## src/sv/png_chunk_deframer_core_defines.svh

```systemverilog
// assertion macros shared by the png chunk deframer rtl
// no dependencies; included by the files that carry assertions
`ifndef PNG_CHUNK_DEFRAMER_CORE_DEFINES_SVH
`define PNG_CHUNK_DEFRAMER_CORE_DEFINES_SVH

// checked while out of reset
`define PCD_ASSERT(lbl, clk, rst, prop) \
   lbl: assert property (@(posedge clk) disable iff (rst) prop) \
      else $error("pcd assertion failed");

// checked on every edge, reset included
`define PCD_ASSERT_ALWAYS(lbl, clk, prop) \
   lbl: assert property (@(posedge clk) prop) \
      else $error("pcd assertion failed");

`endif

```

## src/sv/pcd_pkg.sv

```systemverilog
// types, codes and lookup functions for the png chunk deframer
// no dependencies; used by pcd_walker, pcd_rsp_reg and the top level
package pcd_pkg;

   localparam int unsigned LenW    = 31;
   localparam int unsigned CntW    = 31;
   localparam logic [7:0]  MaxChunksReset = 8'd10;

   typedef enum logic [2:0] {
      PH_SIG,
      PH_LEN,
      PH_TYPE,
      PH_DATA,
      PH_CRC,
      PH_IDLE
   } phase_type;

   typedef enum logic [1:0] {
      KIND_HEADER  = 2'd0,
      KIND_DATA    = 2'd1,
      KIND_BAD_SIG = 2'd2,
      KIND_BAD_LEN = 2'd3
   } kind_type;

   localparam logic [4:0] CLS_IHDR      = 5'd0;
   localparam logic [4:0] CLS_IDAT      = 5'd1;
   localparam logic [4:0] CLS_IEND      = 5'd2;
   localparam logic [4:0] CLS_TRNS      = 5'd3;
   localparam logic [4:0] CLS_TIME      = 5'd4;
   localparam logic [4:0] CLS_GAMA      = 5'd5;
   localparam logic [4:0] CLS_CHRM      = 5'd6;
   localparam logic [4:0] CLS_SBIT      = 5'd7;
   localparam logic [4:0] CLS_SPLT      = 5'd8;
   localparam logic [4:0] CLS_SRGB      = 5'd9;
   localparam logic [4:0] CLS_ICCP      = 5'd10;
   localparam logic [4:0] CLS_ITXT      = 5'd11;
   localparam logic [4:0] CLS_TEXT      = 5'd12;
   localparam logic [4:0] CLS_ZTXT      = 5'd13;
   localparam logic [4:0] CLS_BKGD      = 5'd14;
   localparam logic [4:0] CLS_PHYS      = 5'd15;
   localparam logic [4:0] CLS_HIST      = 5'd16;
   localparam logic [4:0] CLS_UNKNOWN   = 5'd17;
   localparam logic [4:0] CLS_UNMATCHED = 5'd18;

   typedef struct packed {
      logic              valid;
      kind_type          kind;
      logic [LenW-1:0]   chunk_length;
      logic [4:0]        type_class;
      logic              critical;
      logic              public_name;
      logic              conforming;
      logic              unsafe_copy;
      logic              last_chunk;
      logic [7:0]        out_byte;
   } result_type;

   function automatic logic [7:0] sig_byte(input logic [2:0] idx);
      logic [7:0] b;
      case (idx)
         3'd0:    b = 8'h89;
         3'd1:    b = 8'h50;
         3'd2:    b = 8'h4E;
         3'd3:    b = 8'h47;
         3'd4:    b = 8'h0D;
         3'd5:    b = 8'h0A;
         3'd6:    b = 8'h1A;
         3'd7:    b = 8'h0A;
         default: b = 8'h00;
      endcase
      return b;
   endfunction

   // letter tests: last byte and first byte decide, second byte breaks ties
   function automatic logic [4:0] classify(input logic [7:0] t0, input logic [7:0] t1,
                                           input logic [7:0] t3);
      logic [4:0] c;
      c = CLS_UNMATCHED;
      if (t3 == "T") begin
         case (t0)
            "I":     c = CLS_IDAT;
            "s":     c = (t1 == "B") ? CLS_SBIT : ((t1 == "P") ? CLS_SPLT : CLS_UNMATCHED);
            "h":     c = CLS_HIST;
            default: c = CLS_UNMATCHED;
         endcase
      end else if (t3 == "t") begin
         case (t0)
            "i":     c = CLS_ITXT;
            "t":     c = CLS_TEXT;
            "z":     c = CLS_ZTXT;
            default: c = CLS_UNMATCHED;
         endcase
      end else if (t0 == "I") begin
         c = (t1 == "H") ? CLS_IHDR : ((t1 == "E") ? CLS_IEND : CLS_UNMATCHED);
      end else if (t0 == "t") begin
         c = (t1 == "R") ? CLS_TRNS : ((t1 == "I") ? CLS_TIME : CLS_UNMATCHED);
      end else begin
         case (t0)
            "g":     c = CLS_GAMA;
            "b":     c = CLS_BKGD;
            "c":     c = CLS_CHRM;
            "i":     c = CLS_ICCP;
            "p":     c = CLS_PHYS;
            "U":     c = CLS_UNKNOWN;
            "s":     c = CLS_SRGB;
            default: c = CLS_UNMATCHED;
         endcase
      end
      return c;
   endfunction

endpackage

```

## src/sv/pcd_walker.sv

```systemverilog
// chunk walker: phase state machine, counters, length and type capture
// depends on pcd_pkg and png_chunk_deframer_core_defines.svh
`include "png_chunk_deframer_core_defines.svh"

module pcd_walker (
   input  logic               clock,
   input  logic               reset,
   input  logic               take,
   input  logic [7:0]         in_byte,
   input  logic               file_start,
   input  logic               csr_wr_en,
   input  logic [7:0]         csr_wr_data,
   output pcd_pkg::result_type res
);

   pcd_pkg::phase_type          phase_ff, phase_in, cur_phase;
   logic [pcd_pkg::CntW-1:0]    cnt_ff, cnt_in, cur_cnt, cnt_inc;
   logic [31:0]                 length_ff, length_in, len_shift;
   logic [7:0]                  type_ff [0:2];
   logic [7:0]                  type_in [0:2];
   logic [7:0]                  chunks_ff, chunks_in, cur_chunks, chunks_inc;
   logic [7:0]                  max_chunks_ff, max_chunks_in, lim;
   logic                        sig_ok, sig_end, quad_end, data_end, hdr_last, crc_stop;

   // a file_start beat restarts the parse before the byte is looked at
   assign cur_phase  = file_start ? pcd_pkg::PH_SIG : phase_ff;
   assign cur_cnt    = file_start ? '0 : cnt_ff;
   assign cur_chunks = file_start ? 8'd0 : chunks_ff;

   assign cnt_inc    = cur_cnt + 1'b1;
   assign len_shift  = {length_ff[23:0], in_byte};
   assign chunks_inc = (cur_chunks == 8'hFF) ? cur_chunks : cur_chunks + 8'd1;
   assign lim        = (max_chunks_ff == 8'd0) ? 8'd1 : max_chunks_ff;
   assign hdr_last   = (length_ff == 32'd0) || (chunks_inc >= lim);
   assign crc_stop   = (cur_chunks >= lim);
   assign sig_ok     = (in_byte == pcd_pkg::sig_byte(cur_cnt[2:0]));
   assign sig_end    = (cur_cnt[2:0] == 3'd7);
   assign quad_end   = (cur_cnt[1:0] == 2'd3);
   assign data_end   = (cnt_inc == length_ff[pcd_pkg::LenW-1:0]);

   // next phase
   always_comb begin
      phase_in = phase_ff;
      if (take) begin
         case (cur_phase)
            pcd_pkg::PH_SIG: begin
               if (!sig_ok) phase_in = pcd_pkg::PH_IDLE;
               else if (sig_end) phase_in = pcd_pkg::PH_LEN;
               else phase_in = pcd_pkg::PH_SIG;
            end
            pcd_pkg::PH_LEN: begin
               if (!quad_end) phase_in = pcd_pkg::PH_LEN;
               else if (len_shift[31]) phase_in = pcd_pkg::PH_IDLE;
               else phase_in = pcd_pkg::PH_TYPE;
            end
            pcd_pkg::PH_TYPE: begin
               if (!quad_end) phase_in = pcd_pkg::PH_TYPE;
               else if (length_ff == 32'd0) phase_in = pcd_pkg::PH_IDLE;
               else phase_in = pcd_pkg::PH_DATA;
            end
            pcd_pkg::PH_DATA: begin
               phase_in = data_end ? pcd_pkg::PH_CRC : pcd_pkg::PH_DATA;
            end
            pcd_pkg::PH_CRC: begin
               if (!quad_end) phase_in = pcd_pkg::PH_CRC;
               else if (crc_stop) phase_in = pcd_pkg::PH_IDLE;
               else phase_in = pcd_pkg::PH_LEN;
            end
            default: phase_in = pcd_pkg::PH_IDLE;
         endcase
      end
   end

   // counters, captured bytes and the result of this beat
   always_comb begin
      cnt_in        = cnt_ff;
      length_in     = length_ff;
      chunks_in     = chunks_ff;
      max_chunks_in = csr_wr_en ? csr_wr_data : max_chunks_ff;
      for (int i = 0; i < 3; i++) begin
         type_in[i] = type_ff[i];
      end
      res = '0;
      if (take) begin
         // count restarts on every phase change
         cnt_in    = (phase_in != cur_phase) ? '0 : cnt_inc;
         chunks_in = cur_chunks;
         case (cur_phase)
            pcd_pkg::PH_SIG: begin
               if (!sig_ok) begin
                  res.valid = 1'b1;
                  res.kind  = pcd_pkg::KIND_BAD_SIG;
               end
            end
            pcd_pkg::PH_LEN: begin
               length_in = len_shift;
               if (quad_end && len_shift[31]) begin
                  res.valid = 1'b1;
                  res.kind  = pcd_pkg::KIND_BAD_LEN;
               end
            end
            pcd_pkg::PH_TYPE: begin
               for (int i = 0; i < 3; i++) begin
                  if (cur_cnt[1:0] == 2'(i)) type_in[i] = in_byte;
               end
               if (quad_end) begin
                  chunks_in        = chunks_inc;
                  res.valid        = 1'b1;
                  res.kind         = pcd_pkg::KIND_HEADER;
                  res.chunk_length = length_ff[pcd_pkg::LenW-1:0];
                  res.type_class   = pcd_pkg::classify(type_ff[0], type_ff[1], in_byte);
                  res.critical     = ~type_ff[0][5];
                  res.public_name  = ~type_ff[1][5];
                  res.conforming   = ~type_ff[2][5];
                  res.unsafe_copy  = ~in_byte[5];
                  res.last_chunk   = hdr_last;
               end
            end
            pcd_pkg::PH_DATA: begin
               res.valid    = 1'b1;
               res.kind     = pcd_pkg::KIND_DATA;
               res.out_byte = in_byte;
            end
            default: begin
            end
         endcase
      end
   end

   always_ff @(posedge clock) begin
      if (reset) begin
         phase_ff      <= pcd_pkg::PH_SIG;
         cnt_ff        <= '0;
         chunks_ff     <= 8'd0;
         max_chunks_ff <= pcd_pkg::MaxChunksReset;
      end else begin
         phase_ff      <= phase_in;
         cnt_ff        <= cnt_in;
         chunks_ff     <= chunks_in;
         max_chunks_ff <= max_chunks_in;
      end
   end

   always_ff @(posedge clock) begin
      length_ff <= length_in;
      for (int i = 0; i < 3; i++) begin
         type_ff[i] <= type_in[i];
      end
   end

   `PCD_ASSERT_ALWAYS(a_reset_sig, clock, reset |=> (phase_ff == pcd_pkg::PH_SIG && chunks_ff == 8'd0))
   `PCD_ASSERT(a_data_in_range, clock, reset, (phase_ff == pcd_pkg::PH_DATA) |-> (cnt_ff < length_ff[pcd_pkg::LenW-1:0]))
   `PCD_ASSERT(a_type_len_ok, clock, reset, (phase_ff == pcd_pkg::PH_TYPE) |-> !length_ff[31])
   `PCD_ASSERT(a_hdr_then_data, clock, reset, (take && cur_phase == pcd_pkg::PH_TYPE && quad_end) |=> ((phase_ff == pcd_pkg::PH_DATA || phase_ff == pcd_pkg::PH_IDLE) && cnt_ff == '0))

endmodule

```

## src/sv/pcd_rsp_reg.sv

```systemverilog
// result register between the walker and the rsp channel
// depends on pcd_pkg
module pcd_rsp_reg (
   input  logic               clock,
   input  logic               reset,
   input  pcd_pkg::result_type res,
   input  logic               rsp_stall,
   output logic               hold,
   output logic               rsp_valid,
   output pcd_pkg::result_type rsp_data
);

   logic                valid_ff, valid_in, load;
   pcd_pkg::result_type data_ff, data_in;

   // register takes a new beat when empty or being drained
   assign load     = !valid_ff || !rsp_stall;
   assign hold     = !load;
   assign valid_in = load ? res.valid : valid_ff;
   assign data_in  = (load && res.valid) ? res : data_ff;

   always_ff @(posedge clock) begin
      if (reset) begin
         valid_ff <= 1'b0;
      end else begin
         valid_ff <= valid_in;
      end
   end

   always_ff @(posedge clock) begin
      data_ff <= data_in;
   end

   assign rsp_valid = valid_ff;
   assign rsp_data  = data_ff;

endmodule

```

## src/sv/png_chunk_deframer_core.sv

```systemverilog
// png chunk deframer, one file byte per req beat
// byte stream in on req_*, chunk headers and data bytes out on rsp_*, one
// eight-bit register (max_chunks) written on csr_*.
// a beat with req_file_start high restarts the walk at signature byte 0.
// signature bytes, length, type and crc bytes give no rsp beat except for a
// bad signature or a length with bit 31 set; the fourth type byte gives a
// header beat and each data byte gives a data beat.
// a result is registered and appears on rsp in the cycle after its req beat is taken.
// throughput: one req beat per cycle while req_stall is low; the limit is the single result
// register, which holds one beat.
// when rsp_stall is high with a beat waiting, req_stall rises in the same
// cycle and no byte is taken until that beat leaves.
// after the walk ends (zero length, chunk limit or error) bytes are dropped
// silently until the next req_file_start.
// reset: sync, active high; walk returns to the signature, max_chunks to 10,
// rsp side empty.
// depends on pcd_pkg, pcd_walker, pcd_rsp_reg
module png_chunk_deframer_core (
   input  logic        clock,
   input  logic        reset,
   input  logic        req_valid,
   output logic        req_stall,
   input  logic [7:0]  req_in_byte,
   input  logic        req_file_start,
   output logic        rsp_valid,
   input  logic        rsp_stall,
   output logic [1:0]  rsp_kind,
   output logic [30:0] rsp_chunk_length,
   output logic [4:0]  rsp_type_class,
   output logic        rsp_critical,
   output logic        rsp_public_name,
   output logic        rsp_conforming,
   output logic        rsp_unsafe_copy,
   output logic        rsp_last_chunk,
   output logic [7:0]  rsp_out_byte,
   input  logic        csr_wr_en,
   input  logic [7:0]  csr_wr_data
);

   pcd_pkg::result_type res, rsp_data;
   logic                take, hold;

   assign req_stall = hold;
   assign take      = req_valid && !hold;

   pcd_walker u_walker (
      .clock       (clock),
      .reset       (reset),
      .take        (take),
      .in_byte     (req_in_byte),
      .file_start  (req_file_start),
      .csr_wr_en   (csr_wr_en),
      .csr_wr_data (csr_wr_data),
      .res         (res)
   );

   pcd_rsp_reg u_rsp_reg (
      .clock     (clock),
      .reset     (reset),
      .res       (res),
      .rsp_stall (rsp_stall),
      .hold      (hold),
      .rsp_valid (rsp_valid),
      .rsp_data  (rsp_data)
   );

   assign rsp_kind         = rsp_data.kind;
   assign rsp_chunk_length = rsp_data.chunk_length;
   assign rsp_type_class   = rsp_data.type_class;
   assign rsp_critical     = rsp_data.critical;
   assign rsp_public_name  = rsp_data.public_name;
   assign rsp_conforming   = rsp_data.conforming;
   assign rsp_unsafe_copy  = rsp_data.unsafe_copy;
   assign rsp_last_chunk   = rsp_data.last_chunk;
   assign rsp_out_byte     = rsp_data.out_byte;

endmodule

```

## config.mk

```make
export PLATFORM = sky130hd
export DESIGN_NAME = png_chunk_deframer_core
export DESIGN_NICKNAME = d
export VERILOG_FILES = /design/src/sv/pcd_pkg.sv /design/src/sv/pcd_walker.sv /design/src/sv/pcd_rsp_reg.sv /design/src/sv/png_chunk_deframer_core.sv
export VERILOG_INCLUDE_DIRS = /design/src /design/src/sv
export SDC_FILE = /design/constraint.sdc
export NUM_CORES = 1
export LEC_CHECK = 0
export ABC_CLOCK_PERIOD_IN_PS = 6750
export BUFFER_PORTS_ARGS = -buffer_cell sky130_fd_sc_hd__buf_2
export CORE_UTILIZATION = 55
export CTS_CLUSTER_DIAMETER = 100
export DETAILED_ROUTE_END_ITERATION = 10
export GPL_TIMING_DRIVEN = 0
export PLACE_DENSITY = 0.73
export SETUP_SLACK_MARGIN = 0.05
export SYNTH_ARGS = -nofsm -noshare
export SYNTH_HDL_FRONTEND = slang
export SYNTH_SLANG_ARGS = --single-unit
```

## constraint.sdc

```tcl
create_clock -name clock -period 6.75 [get_ports clock]
set_input_delay 1.35 -clock clock [delete_from_list [all_inputs] [get_ports clock]]
set_output_delay 1.35 -clock clock [all_outputs]
set_load 0.05 [all_outputs]
```

After elaboration in Yosys (flattened, before gate mapping)

Memory sizes are Yosys's and may differ from the RTL's.
Cells that the tools add are included.

$add $sub $neg: 2
$mul: 0
Div/mod/pow operators: 0
Order comparisons: 2
Eq/ne operators: 31
Shifts and indexed selects: 0
Multiplexer cells: 44
Bitwise logic cells: 4
Reductions and logical operators: 15

Operators with widths:

| kind                                                             | count |
|---|---|
| 8-bit by 7-bit == test with 1-bit output (second input constant) | 19 |
| 8-bit two-way mux                                                | 9 |
| 31-bit two-way mux                                               | 2 |
| 52-bit two-way mux                                               | 1 |
| 5-bit two-way mux                                                | 10 |
| 24-bit two-way mux                                               | 2 |
| 44-bit two-way mux                                               | 1 |
| 41-bit two-way mux                                               | 1 |
| 3-bit two-way mux                                                | 12 |
| 5-bit case mux with 7 select lines                               | 1 |
| 32-bit logical NOT                                               | 1 |
| 31-bit by 1-bit adder with 31-bit output (second input constant) | 1 |
| 31-bit == test                                                   | 1 |
| 5-bit case mux with 3 select lines                               | 2 |
| 8-bit greater-or-equal comparator                                | 2 |
| 3-bit case mux with 5 select lines                               | 1 |
| 3-bit case mux with 4 select lines                               | 1 |
| 8-bit by 1-bit adder with 8-bit output (second input constant)   | 1 |
| 8-bit == test                                                    | 1 |
| 8-bit == test (second input constant)                            | 1 |
| 8-bit logical NOT                                                | 1 |
| 3-bit by 2-bit == test with 1-bit output (second input constant) | 2 |
| 3-bit == test (second input constant)                            | 2 |
| 2-bit == test (second input constant)                            | 2 |
| 12 further kinds                                                 | 21 |

Register bits after elaboration: 134
Bits in latches: 0
Memory bits (writable): 24
Bits in read-only memories: 56
Bits of input ports: 22
Output and inout bits: 53
Word-level logic and storage cells: 115
Memories kept: 2

Memory list:

| memory           | words | width | rd ports | clocked after Yosys merged registers in | write ports | RTL line         | source |
|---|---|---|---|---|---|---|---|
| (name not given) | 8     | 7     | 1        | 0                                       | 0           | pcd_pkg.sv:60    | `case (idx)` |
| u_walker.type_ff | 3     | 8     | 3        | 0                                       | 3           | pcd_walker.sv:19 | `logic [7:0] type_ff [0:2];` |

Logic depth before layout (Yosys ltp)

An unclocked memory read counts as a cell.

Depth after elaboration: 12
Mapped depth: 22
Mapped depth without buffers: 16

Modules after synthesis

A second synthesis with hierarchy kept.

Cell total of the unflattened synthesis: 928
Area, all modules: 8912.3 um^2

Modules (own cells, without submodules):

| module                  | times used | cells each | area each (um^2) | seq. area each (um^2) |
|---|---|---|---|---|
| pcd_walker              | 1          | 870        | 7290.7           | 2472.4 |
| pcd_rsp_reg             | 1          | 57         | 1607.8           | 1581.5 |
| png_chunk_deframer_core | 1          | 1          | 13.8             | 0.0 |

Worst setup path after synthesis

No wires, ideal clock.

Kind: input-to-reg
Start: input port req_file_start
End: register u_rsp_reg.data_ff, in the netlist u_rsp_reg.rsp_data[0], enable pin
Setup time: 0.492 ns
Arrival: 5.875 ns
Required time: 6.258 ns
Path slack: 0.383 ns
Cell stages on the path: 13
Path buffers: 5
Cell sequence: clkbuf_1 clkbuf_8 clkbuf_8 buf_8 clkbuf_1 nand2b_1 ha_1 nor3b_1 o21ai_0 a21oi_1 o2111ai_1 a21oi_1 a31oi_1

Word-level cells in the longest chain between the ends: 7
Elaborated cells on any way between the ends: 16
Those cells by class: eq/ne (5); mux (7); reduce/logical (3); memory (1)

Ends and longest elaborated chain:

| item                                                      | RTL line                           | source |
|---|---|---|
| start, declared                                           | png_chunk_deframer_core.sv:24      | `input logic req_file_start,` |
| 31-bit two-way mux                                        | pcd_walker.sv:27                   | `assign cur_cnt = file_start ? '0 : cnt_ff;` |
| memory 8 x 7 bit / 2-bit == test (equally long branches)  | -                                  |  |
| 8-bit == test / 1-bit logical AND (equally long branches) | pcd_walker.sv:36, pcd_walker.sv:97 |  |
| 3-bit two-way mux (on tied branches)                      | pcd_walker.sv:90, pcd_walker.sv:97 |  |
| 3-bit case mux with 4 select lines (*)                    | pcd_walker.sv:88                   | `case (cur_phase)` |
| 52-bit two-way mux (*)                                    | pcd_walker.sv:84                   | `if (take) begin` |
| 1-bit logical AND (*)                                     | pcd_rsp_reg.sv:20                  | `assign data_in = (load && res.valid) ? res : data_ff;` |
| end signal, assigned                                      | pcd_rsp_reg.sv:31                  | `data_ff <= data_in;` |
| end, declared                                             | pcd_rsp_reg.sv:14                  | `pcd_pkg::result_type data_ff, data_in;` |

Mark *: on every way between the ends. The rest lies on a longest branch, timed or not.
A chain may end at the register's enable or synchronous reset.

Worst setup path after layout

Start: input port req_file_start
End: register u_walker.cnt_ff[13] in the netlist's numbering

Word-level cells in the longest chain between the ends: 8
Elaborated cells on any way between the ends: 26
Those cells by class: add/sub (1); order compare (1); eq/ne (9); mux (13); reduce/logical (1); memory (1)

Ends and longest elaborated chain:

| item                                                                   | RTL line                                             | source |
|---|---|---|
| 31-bit two-way mux / 8-bit two-way mux (equally long branches)         | pcd_walker.sv:27, pcd_walker.sv:28                   |  |
| 31-bit by 1-bit adder with 31-bit output, or another cell as far along | pcd_walker.sv:30                                     | `assign cnt_inc = cur_cnt + 1'b1;` |
| 31-bit == test, or another cell as far along                           | pcd_walker.sv:39                                     | `assign data_end = (cnt_inc == length_ff[pcd_pkg::LenW-1:0]);` |
| 3-bit two-way mux (on tied branches)                                   | pcd_walker.sv:62, pcd_walker.sv:47, pcd_walker.sv:65 |  |
| 3-bit case mux with 5 select lines                                     | pcd_walker.sv:45                                     | `case (cur_phase)` |
| 3-bit two-way mux                                                      | pcd_walker.sv:44                                     | `if (take) begin` |
| 3-bit != test                                                          | pcd_walker.sv:86                                     | `cnt_in = (phase_in != cur_phase) ? '0 : cnt_inc;` |
| 31-bit two-way mux (*)                                                 | pcd_walker.sv:86                                     |  |
| end signal, assigned                                                   | pcd_walker.sv:138                                    | `cnt_ff <= cnt_in;` |
| end, declared                                                          | pcd_walker.sv:17                                     | `logic [pcd_pkg::CntW-1:0] cnt_ff, cnt_in, cur_cnt, cnt_inc;` |

Marks and branches as above.

==> summary.md <==
| Metric | Value |
|---|---|
| Core Region | `roughly 0.015 sq mm` |
| Starting Density | `a little under three fifths` |
| Layout Nets | `1017` |
| Met1 Wirelength | `10330 um` |
| Top cells by area, synth | `edfxtp_1 34%, dfxtp_1 12%, and3_1 3.7%, xnor2_1 3.6%, ha_1 3.2%` |
| Top layer reached by signal wires | `met4` |
| Met2 wire len | `10020 um` |
| Clock transition at the registers of the reported paths | `0.07 ns` |
| Row count | `45` |
| Post-synthesis async set-or-reset flop share | `0%` |
| DR vias | `about 7400` |
| Critical path data arrival time | `6.51 ns` |
| Netlist cell types | `82` |
| Most frequent cell after synthesis | `edfxtp_1` |
| H-Tree Depth | `4` |
| Initial antenna violation count | `0` |
| Cells after DPL | `1165` |
| Setup Skew | `0.007540 ns` |
| Crit Path Category | `input port to flip-flop` |
| Clk root buf | `clkbuf_16` |
| Post-CTS setup buffers | `0` |
| Fin crit period | `6.198 ns` |
| EDFF count, synth | `100` |
| Hold_buf cts | `0` |
| Clock share of power | `43.5%` |
| Clk buf depth | `2` |
| Met3 wire len | `about 2000 um` |
| Reg2reg setup slack | `2.41 ns` |
| Switching power | `608.4 uW` |
| Sequential share of the synthesized area | `a little under half` |
| Routed wire length per instance | `19.28 um` |
| Startpoint Class | `input port` |
| Area grow syn2layout | `14.45%` |
| Comb power frac | `10.5%` |
| Worst-Margin Slew | `around 1.0 ns` |
| Pre-antenna DRT Iters | `6` |
| Fin cells | `approximately 1200` |
| Crit end category | `flip-flop` |
| Max_cap viols | `0` |
| Pin count of the biggest net entering global routing | `33` |
| Internal | `1629 uW` |
| CP required | `7.06 ns` |
| Clock sink count | `about 150` |
| Layout cells sized above 1 | `15.43%` |
| Mean Syn Cell Area | `9.889 sq um` |
| Hold Path Class | `flip-flop to flip-flop` |
| IO Port Bufs | `72` |
| Vias per cell | `6.213` |
| Final Cycle Share | `91.82%` |
| Slew HR | `a little under a third` |
| Top cell type by total area after synthesis | `edfxtp_1` |
| Synthesized flop and latch total | `151` |
| Post-DP HPWL | `16410 um` |
| Adder-cell area share of the yosys netlist | `3.160%` |
| Primary flip-flop cell chosen by synthesis mapping | `edfxtp_1` |
| RSZ-0062 raised after global routing | `false` |
| Count of pins over their slew limit | `0` |
| First-pass GRT wire length | `35640 um` |
| Synth Area in Simple Gates | `25.82%` |
| Antenna fix cells | `0` |
| Largest family of logic cells by synthesized area | `simple AND/OR/NAND/NOR gates` |
| DRT iter0 DRCs | `803` |
| Flop pwr share | `46.0%` |
| Inserted Clock Buffers | `17` |
| CP max FO | `10` |
| Remaining DRCs | `0` |
| Gpl congestion | `0.9634` |
| Post-synthesis compound-gate area fraction | `13.47%` |
| CTS tree | `built` |
| Worst-case reg-to-reg path depth | `12` |
| Post-Route WL | `23050 um` |
| GRT Resource Usage Total | `between 20% and 30%` |
| Total gr overflow | `0` |
| Vias in the first global route | `6561` |
| Portion of netlist area occupied by mux cells | `~1.6%` |
| Reg-to-reg endpoint | `u_walker.cnt_ff[13]` |
| Top Ports | `between 70 and 80` |
| Final hold viol count | `0` |
| Worst-skew pair later-pin latency | `0.43 ns` |
| Worst setup path endpoint | `u_walker.cnt_ff[13]` |
| Launch point of the worst path | `req_file_start` |
| Syn nets | `925` |
| Outcome | `complete, no violations` |
| Hold path startpoint | `u_walker.chunks_ff[1]` |
| Syn Std Cell Area | `slightly below 0.009 sq mm` |
| Post-synth top cells | `100 x edfxtp_1, 70 x nor2_1, 57 x nand2_1, 51 x and3_1, 51 x dfxtp_1` |
| VDD IR max | `about 0.18 mV` |
| Final setup viols | `0` |
| Fillers | `1255` |
| Synth Area in XOR/XNOR | `5.228%` |
| Final setup TNS | `0 ns` |
| Post-CTS resize count | `0` |
| Leak | `between 0.003 and 0.004 uW` |
| Sw frac | `between 20% and 30%` |
| Post-Syn Instances | `881` |
| Final ANT Viol Nets | `0` |
| Horiz. Die Dim | `127.9 um` |
| Pwr Density | `roughly 220 mW/mm^2` |
| Synthesis warning total | `0` |
| Yosys top cell area share | `roughly a third` |
| Top achievable clock speed | `161.3 MHz` |
| Reg-to-Reg Start | `u_walker.cnt_ff[0]` |
| Die area | `0.01635 sq mm` |
| Die H | `127.9 um` |
-- cells by family after synthesis --
| logic type | after synthesis |
|---|---|
| DFF | 151 |
| muxes | 14 |
| xor gates and xnor gates | 52 |
| buffers and inverters | 77 |
| AOI/OAI and AO/OA | 173 |
| and+or+nand+nor | 392 |
| adders and majority gates | 22 |
-- cell usage in the layout (no fill, tap or decap), types with 7 or more instances in the layout --
| master | netlist | routed |
|---|---|---|
| buf_2 | 2 | 74 |
| nor4_1 | 21 | 21 |
| clkbuf_16 | 0 | 17 |
| a211oi_1 | 7 | 7 |
| a31oi_1 | 11 | 10 |
| nand2_1 | 57 | 57 |
| nand4b_1 | 7 | 7 |
| nand2b_1 | 22 | 22 |
| nor2b_1 | 26 | 26 |
| nor2_1 | 70 | 69 |
| or3_1 | 7 | 7 |
| nand3_1 | 20 | 20 |
| nor3_1 | 30 | 30 |
| mux2i_1 | 12 | 12 |
| or3_2 | 8 | 8 |
| or4_1 | 12 | 12 |
| o21ai_0 | 30 | 30 |
| dfxtp_1 | 51 | 51 |
| nand4_1 | 15 | 15 |
| and3_1 | 51 | 51 |
| xnor2_1 | 36 | 36 |
| a41oi_1 | 9 | 9 |
| o21ai_1 | 20 | 20 |
| a22oi_1 | 8 | 8 |
| xor2_1 | 16 | 16 |
| a32oi_1 | 16 | 16 |
| a21oi_1 | 27 | 27 |
| clkbuf_1 | 38 | 38 |
| edfxtp_1 | 100 | 100 |
| a21o_1 | 8 | 8 |
| ha_1 | 22 | 22 |
| inv_1 | 22 | 22 |
-- stage by stage --
| step | util [%] | instance area (sq um) | hold WS [ns] | setup slack (ns) | total power, uW |
|---|---|---|---|---|---|
| 6_report | 65.11 | 9971 | 0.4881 | 0.5522 | 2238 |
| 2_1_floorplan | - | 8712 | 0.4460 | 0.3833 | 1215 |
| 3_3_place_gp | 60.96 | 9336 | 0.4671 | -1.744 | 1281 |
| 3_5_place_dp | 61.24 | 9379 | 0.4778 | 0.2538 | 1283 |
| 4_1_cts | 65.11 | 9971 | 0.4913 | 0.6884 | 2238 |
| 5_1_grt | 65.11 | 9971 | 0.5118 | 0.4206 | 2299 |
-- how the worst min path moves through the flow --
stage                                 end  slack (ns)  cells past startpoint
floorplan           u_walker.chunks_ff[1]        0.45                      2
global placement    u_walker.chunks_ff[1]        0.47                      2
detailed placement  u_walker.chunks_ff[1]        0.48                      2
CTS                 u_walker.chunks_ff[1]        0.49                      2
global route           u_walker.cnt_ff[4]        0.51                      2
finish              u_walker.chunks_ff[1]        0.49                      2
-- power by group through the flow --
| stage | Combinational [uW] | Clock [uW] | Sequential (uW) |
|---|---|---|---|
| after floorplan | 89.9 | 0 | 1120 |
| after global placement | 227 | 0 | 1050 |
| after detailed placement | 232 | 0 | 1050 |
| after CTS | 233 | 974 | 1030 |
| after global routing | 248 | 1020 | 1030 |
| final | 235 | 973 | 1030 |
-- sequential cells by signal (all words and copies together), names as in the netlist --
| register | flops |
|---|---|
| u_walker.phase_ff | 3 |
| u_walker.cnt_ff | 31 |
| u_walker.type_ff | 17 |
| u_walker.chunks_ff | 8 |
| u_rsp_reg.rsp_valid | 1 |
| u_rsp_reg.rsp_data | 51 |
| u_walker.max_chunks_ff | 8 |
| u_walker.length_ff | 32 |
-- cell type report --
class	count	area, sq um	share of cell area (%)
buffer	55	309.0	3.100
clock buffer	17	425.4	4.267
clock inverter	14	166.4	1.669
inverter	22	82.58	0.8282
multi-input combinational	653	4319	43.32
sequential	151	4024	40.36
tap	211	264.0	2.648
timing repair buffer	73	380.4	3.815
-- critical path: stages --
cell and delay [ns]:
buf_2 0.17, clkbuf_1 0.29, clkbuf_8 0.27, clkbuf_8 0.18, buf_8 0.15, clkbuf_1 0.28
nand2b_1 0.28, inv_1 0.11, ha_1 0.24, nand4b_1 0.24, nor3_1 0.58, nand3_1 0.32
xor2_1 0.24, a21o_2 0.24, or3_2 0.56, o41ai_4 0.70, or4_1 0.21, a31oi_1 0.08
-- metal layers --
| metal | global-route usage [%] | vias up |
|---|---|---|
| met3 | 6.052 | 50 |
| li1 | - | 3510 |
| met5 | 0 | - |
| met4 | 12.53 | 0 |
| met1 | 40.24 | 3471 |
| met2 | 42.93 | 400 |
Note: power is estimated with default switching activity, not from simulation.
